[config.mk]
export PLATFORM = sky130hd
export DESIGN_NAME = float32_truncating_multiplier
export DESIGN_NICKNAME = d
export VERILOG_FILES = /design/src/f32tm_pkg.sv /design/src/float32_truncating_multiplier.sv
export SDC_FILE = /design/constraint.sdc
export NUM_CORES = 2
export LEC_CHECK = 0
export CORE_MARGIN = 3
export CORE_UTILIZATION = 50
export DETAILED_ROUTE_END_ITERATION = 16
export DONT_BUFFER_PORTS = 1
export PLACE_DENSITY = 0.73
export SLEW_MARGIN = 20
export SYNTH_ARGS = -nofsm -noshare
export SYNTH_HDL_FRONTEND = slang
export SYNTH_SLANG_ARGS = --single-unit
[constraint.sdc]
create_clock -name clk -period 5.7 [get_ports clk]
set_clock_uncertainty 0.15 [all_clocks]
set_input_delay 0.855 -clock clk [delete_from_list [all_inputs] [get_ports clk]]
set_output_delay 0.855 -clock clk [all_outputs]
set_load 0.03 [all_outputs]
[src/f32tm_pkg.sv]
// ----------------------------------------------------------------------------
// f32tm_pkg: shared types for the truncating float32 multiplier
// Operand and result word layouts, constants.
// ----------------------------------------------------------------------------
package f32tm_pkg;

    localparam logic [31:0] ONE_BITS = 32'h3F80_0000;
    localparam logic [9:0]  EXP_BIAS = 10'd127;

    typedef struct packed {
        logic [31:0] a_bits;
        logic [31:0] b_bits;
    } f32tm_in_t;

    typedef struct packed {
        logic [31:0] product_bits;
        logic        exponent_wrapped;
    } f32tm_out_t;

endpackage

[src/float32_truncating_multiplier.sv]
// ----------------------------------------------------------------------------
// float32_truncating_multiplier: pipelined single-precision multiply
// Truncated mantissa, exponent kept modulo 256, wrap flag.
// ----------------------------------------------------------------------------
// Usage:
//   Drive operands on in_word and pulse start; a word is taken on every edge
//   where start is high and busy is low. busy is tied low: one word can enter
//   every cycle.
//   Each result appears on out_word for one cycle with done high, once its
//   operands were taken and passed the stages (stage 1: decode and special cases,
//   stage 2: 24x12 partial products, stage 3: sum to 48-bit product,
//   stage 4: normalize and pack). Results leave in entry order.
//   The 24x24 mantissa product, split into two 24x12 halves, sets the depth.
//   Throughput is one word per cycle.
//   Reset clears all valid bits; no result appears until a word enters.
//   The receiver cannot stall; results must be taken as they come.
// ----------------------------------------------------------------------------
module float32_truncating_multiplier
    import f32tm_pkg::*;
(
    input  logic       clk,
    input  logic       rst_n,
    input  logic       start,
    input  f32tm_in_t  in_word,
    output logic       busy,
    output logic       done,
    output f32tm_out_t out_word
);

    logic        take;
    logic [3:0]  vld_reg;

    // stage 1
    logic        s1_bypass_reg;
    logic [31:0] s1_bypass_val_reg;
    logic        s1_sign_reg;
    logic [9:0]  s1_exp_reg;
    logic [23:0] s1_ma_reg, s1_mb_reg;
    logic        bypass_next;
    logic [31:0] bypass_val_next;

    // stage 2
    logic        s2_bypass_reg;
    logic [31:0] s2_bypass_val_reg;
    logic        s2_sign_reg;
    logic [9:0]  s2_exp_reg;
    logic [35:0] s2_plo_reg, s2_phi_reg;

    // stage 3
    logic        s3_bypass_reg;
    logic [31:0] s3_bypass_val_reg;
    logic        s3_sign_reg;
    logic [9:0]  s3_exp_reg;
    logic [47:0] s3_prod_reg;

    // stage 4
    f32tm_out_t  out_reg, out_next;
    logic [24:0] top;
    logic [9:0]  exp_adj;

    assign busy = 1'b0;
    assign take = start && !busy;

    always_comb
    begin
        bypass_next     = 1'b1;
        bypass_val_next = 32'd0;
        priority if (in_word.a_bits[30:0] == 31'd0 || in_word.b_bits[30:0] == 31'd0)
        begin
            bypass_val_next = 32'd0;
        end
        else if (in_word.a_bits == ONE_BITS)
        begin
            bypass_val_next = in_word.b_bits;
        end
        else if (in_word.b_bits == ONE_BITS)
        begin
            bypass_val_next = in_word.a_bits;
        end
        else if (in_word.a_bits[30:23] == 8'd0 || in_word.b_bits[30:23] == 8'd0)
        begin
            bypass_val_next = 32'd0;
        end
        else
        begin
            bypass_next = 1'b0;
        end
    end

    always_ff @(posedge clk or negedge rst_n)
    begin
        if (!rst_n)
        begin
            vld_reg <= 4'd0;
        end
        else
        begin
            vld_reg <= {vld_reg[2:0], take};
        end
    end

    always_ff @(posedge clk)
    begin
        s1_bypass_reg     <= bypass_next;
        s1_bypass_val_reg <= bypass_val_next;
        s1_sign_reg       <= in_word.a_bits[31] ^ in_word.b_bits[31];
        s1_exp_reg        <= {2'b00, in_word.a_bits[30:23]}
                           + {2'b00, in_word.b_bits[30:23]} - EXP_BIAS;
        s1_ma_reg         <= {1'b1, in_word.a_bits[22:0]};
        s1_mb_reg         <= {1'b1, in_word.b_bits[22:0]};

        s2_bypass_reg     <= s1_bypass_reg;
        s2_bypass_val_reg <= s1_bypass_val_reg;
        s2_sign_reg       <= s1_sign_reg;
        s2_exp_reg        <= s1_exp_reg;
        s2_plo_reg        <= 36'(s1_ma_reg * s1_mb_reg[11:0]);
        s2_phi_reg        <= 36'(s1_ma_reg * s1_mb_reg[23:12]);

        s3_bypass_reg     <= s2_bypass_reg;
        s3_bypass_val_reg <= s2_bypass_val_reg;
        s3_sign_reg       <= s2_sign_reg;
        s3_exp_reg        <= s2_exp_reg;
        s3_prod_reg       <= {12'd0, s2_plo_reg} + {s2_phi_reg, 12'd0};

        out_reg           <= out_next;
    end

    always_comb
    begin
        top     = s3_prod_reg[47:23];
        exp_adj = s3_exp_reg + {9'd0, top[24]};
        if (top[24])
        begin
            top = {1'b0, top[24:1]};
        end
        if (s3_bypass_reg)
        begin
            out_next.product_bits     = s3_bypass_val_reg;
            out_next.exponent_wrapped = 1'b0;
        end
        else
        begin
            out_next.product_bits     = {s3_sign_reg, exp_adj[7:0], top[22:0]};
            // signed 10-bit exponent outside 1..254
            out_next.exponent_wrapped = exp_adj[9] || exp_adj == 10'd0
                                     || exp_adj > 10'd254;
        end
    end

    assign done     = vld_reg[3];
    assign out_word = out_reg;

`ifndef SYNTHESIS
    a_latency: assert property (@(posedge clk) disable iff (!rst_n)
        take |-> ##4 done)
        else $error("result missing four cycles after entry");
    a_no_spurious: assert property (@(posedge clk) disable iff (!rst_n)
        done |-> $past(take, 4))
        else $error("result without entry");
    a_bypass_clean: assert property (@(posedge clk) disable iff (!rst_n)
        vld_reg[2] && s3_bypass_reg |=> !out_reg.exponent_wrapped)
        else $error("wrap flag on special case");
`endif

endmodule

==> results <==
- The flow ran to the end, and the final reports show no timing, DRC or antenna violations.
- The wire length of the first global-routing pass is 106,600 um.
- In the final layout, the multi-input gates occupy 17,810 um^2.
- Setup repair after global routing could not meet its margin everywhere.
- Sequential elements use 23.32% of the synthesized area.
- The number of vias per cell after detailed routing is around 5.3.
- The worst min-delay path startpoint is in_word[16].
- The minimum clock period after layout is ~5.6 ns.
- The portion of synthesized cell area occupied by the leading cell type is between 30% and 40%.
- Walking the worst path, the cells encountered are buf_12 -> buf_4 -> and2_4 -> fa_1 -> fa_2 -> fa_1 -> fa_1 -> inv_1 -> fa_1 -> inv_2 -> ha_4 -> buf_6 -> nand3_4 -> buf_6 -> nor3_4 -> inv_2 -> nor4_4 -> o21ai_4 -> a21boi_2 -> o31a_1 -> nor4_2 -> a311o_1.
- The critical path arrival is 5.94 ns.
- The required time of the worst setup path is 6.03 ns.
- Relative to the synthesized area, the layout overhead comes to 19.37%.
- Counting every instance in the synthesized netlist gives 2,738.
- The final number of hold-violating endpoints is 0.
- The synthesized area per cell is 9.437 um^2.
- The type of the worst setup path is reg2reg.
- In the global route stage, overall resource usage came out at 24.89%.
- Entering global routing, the biggest net connects 57 pins.
- Row generation in the floorplan step produced 82 rows.
- During synthesis, Yosys emitted a total of 0 warnings.
- The setup total negative slack is 0 ns.
- The number of DRC markers in iteration 0 is 1,369.
- The area taken by flip-flops and latches is 6097 um^2.
- At the later pin of the worst-skew pair, clock insertion delay measures 0.60 ns.
- Once the floorplan was initialized, standard cells occupied 51.09% of the core.
- In the layout the commonest cells are sky130_fd_sc_hd__inv_1, sky130_fd_sc_hd__nand2_1, sky130_fd_sc_hd__fa_1.
- The clock passes through at most 3 buffers.
- The count of buffering cells on the critical path with inverters included is 7.
- The most common flop cell mapped by yosys is sky130_fd_sc_hd__dfxtp_1.
- The synthesized design spends more area on one cell type than any other, namely sky130_fd_sc_hd__fa_1.
- Dividing the detail-routed wire length by the instance count gives about 19 um.
- The count of flip-flops with a built-in enable after synthesis is 0.
- The level count of the clock H-tree is 1.
- The synthesized netlist occupies a cell area of 25,840 um^2.
- The async set or reset register ratio after synthesis is 1.333%.
- The clock tree from TritonCTS is built.
- In the final design database the tool counted ~3,600 nets.
- The die is approximately 230 um wide.
- The die covers 54,440 um^2.
- The maximum fanout along the worst path is 6.
- The register with the most flip-flops in the layout has 36 of them.
- The CTS clock-pin slew for the worst setup and hold paths is 0.07 ns.
- Counting stages on the worst path, the most repeated cell is sky130_fd_sc_hd__fa_1.
- The library cell used most frequently in the layout, excluding fill and tap cells, is sky130_fd_sc_hd__inv_1.
- For this design, the slowest cell found on the critical path is sky130_fd_sc_hd__fa_2.
- Across the run, the number of max-cap violations was 0.
- The gate family responsible for the most delay along the worst path is adder cells.
- Pin placement for this block handled just over 100 I/O pins.
- When the netlist entered floorplanning its net count stood at between 3,000 and 4,000.
- The critical path's largest stage delay is 0.60 ns.
- The number of clock sinks is 300.
- The worst setup path is launched from a flop.
- The number of port buffers is 0.
- The most critical setup path has its startpoint at s1_ma_reg[9].
- The synthesized netlist contains 62 unique library cells.
- The root buffer cell chosen for the clock tree is sky130_fd_sc_hd__clkbuf_16.
- The startpoint of the lowest-slack register-to-register path is s1_ma_reg[9].
- In the post-synthesis netlist, the biggest area contributors are sky130_fd_sc_hd__fa_1, sky130_fd_sc_hd__dfxtp_1, sky130_fd_sc_hd__ha_1.
- The total half-perimeter wirelength after legalization and detailed placement is roughly 54,000 um.
- The overall die height is between 200 and 250 um.
- The slew at the pin closest to its max-slew limit is roughly 0.98 ns.
- Setup violations remaining at the end of the flow were counted as 0.
- The fraction of final layout cells with drive strength greater than 1 is 17.14%.
- The number of antenna violations at the first check in global routing came to 4.
- The number of global-route vias before repair is 20,580.
- The min-delay analysis places its worst path in the category in2reg.
- The worst relative slew slack is 34.89%.
- The critical path capture point type is a flop.
- The count of unresolved DRC violations after routing is 0.
- The count of final max-slew check failures is 0.
- The final wirelength is a little under 70,000 um.
- For this run, the top clock speed supported by timing is 0.1783 GHz.
- Summing over every cut layer, the via total after detailed routing is 19,350.
- The final critical path takes up 98.41% of the cycle.
- The number of flip-flops and latches in the synthesized netlist is 300.
- The detail route stage leaves a number of antenna-violating nets equal to 0.
- The clock buffer count from CTS is 31.
- The area of the placeable core is 50,580 um^2.
- For this run, the detailed router's first-pass iteration total came to 6.
- Routability-driven placement finished with a final weighted congestion of between 0.9 and 1.
- The tightest hold path in the finished design has a slack of 0.1246 ns.
- The number of filler instances in the final layout is 3,905.
- Global routing finished with a remaining overflow of 0.
-- layout make-up --
type	count	area share (%)
diodes	2	0.01623
clock buffers	37	2.750
clock inverters	20	0.7626
inverters	588	7.188
multi-input cells	1738	57.75
flip-flops and latches	300	19.77
well taps	672	2.726
repair buffers	280	9.041
-- cell families (layout without fill, tap and decap cells) --
kind of cell | after synthesis | count (layout) | share of synthesized area, %
other | 1 | 3 | 0.01451
xor gates and xnor gates | 86 | 86 | 2.915
muxes | 32 | 32 | 1.269
DFF | 300 | 300 | 23.32
buffers and inverters | 700 | 925 | 10.19
and+or+nand+nor | 746 | 746 | 12.75
adders and majority gates | 623 | 623 | 42.95
AOI/OAI and AO/OA | 250 | 250 | 6.590
-- through the flow --
| step | setup WS, ns | instance area [um^2] | utilization (%) | cells |
|---|---|---|---|---|
| floorplan | 0.1354 | 25840 | - | 2738 |
| global placement | -0.2164 | 28270 | 55.90 | 3516 |
| detailed placement | -0.3235 | 28270 | 55.90 | 3516 |
| CTS | 0.008913 | 29550 | 58.42 | 3574 |
| global route | -0.06144 | 30840 | 60.97 | 3635 |
| finish | 0.09054 | 30850 | 60.98 | 3637 |
-- timing repair --
item,CTS,global route
endpoints found under the setup margin,26,27
buffers inserted,2,56
pin swaps,9,84
resized for setup,42,188
endpoints found under the hold margin,4,0
hold buffers,1,0
cloned,0,5
-- cells in the mapped netlist, types with 15 or more instances --
cell type / number
sky130_fd_sc_hd__nor2_1: 67
sky130_fd_sc_hd__xnor2_1: 62
sky130_fd_sc_hd__clkbuf_1: 105
sky130_fd_sc_hd__nand3_1: 21
sky130_fd_sc_hd__mux2i_1: 26
sky130_fd_sc_hd__fa_1: 440
sky130_fd_sc_hd__o21bai_1: 17
sky130_fd_sc_hd__dfxtp_1: 296
sky130_fd_sc_hd__and2_1: 106
sky130_fd_sc_hd__nand4_1: 15
sky130_fd_sc_hd__a22o_1: 24
sky130_fd_sc_hd__xor2_1: 24
sky130_fd_sc_hd__ha_1: 183
sky130_fd_sc_hd__nand2_1: 472
sky130_fd_sc_hd__a21o_1: 29
sky130_fd_sc_hd__nor4_1: 16
sky130_fd_sc_hd__a21oi_1: 65
sky130_fd_sc_hd__o21ai_0: 52
sky130_fd_sc_hd__inv_1: 588
-- routing by layer --
metal  wire, um  part of all wire, %  GRT usage [%]  vias to the layer above
li1           -                    -              -                     8676
met1      26220                   38          30.95                     9632
met2      33200                   48          42.60                      832
met3       6479                  9.4          5.598                      208
met4       2941                  4.3          8.968                        4
met5         24                0.035              0                        -
-- final timing paths --
check | end | cells past startpoint | slack [ns]
min in group asynchronous | vld_reg[3] | 1 | 0.38
min | s1_mb_reg[16] | 0 | 0.12
max in group asynchronous | vld_reg[1] | 1 | 4.86
max | s2_plo_reg[35] | 22 | 0.09
min reg2reg | s2_bypass_val_reg[23] | 0 | 0.16
max reg2reg | s2_plo_reg[35] | 22 | 0.09
Power is left out: the tool's default activity adds up to more than one toggle a clock period on the data nets, which glitch-free logic cannot reach.
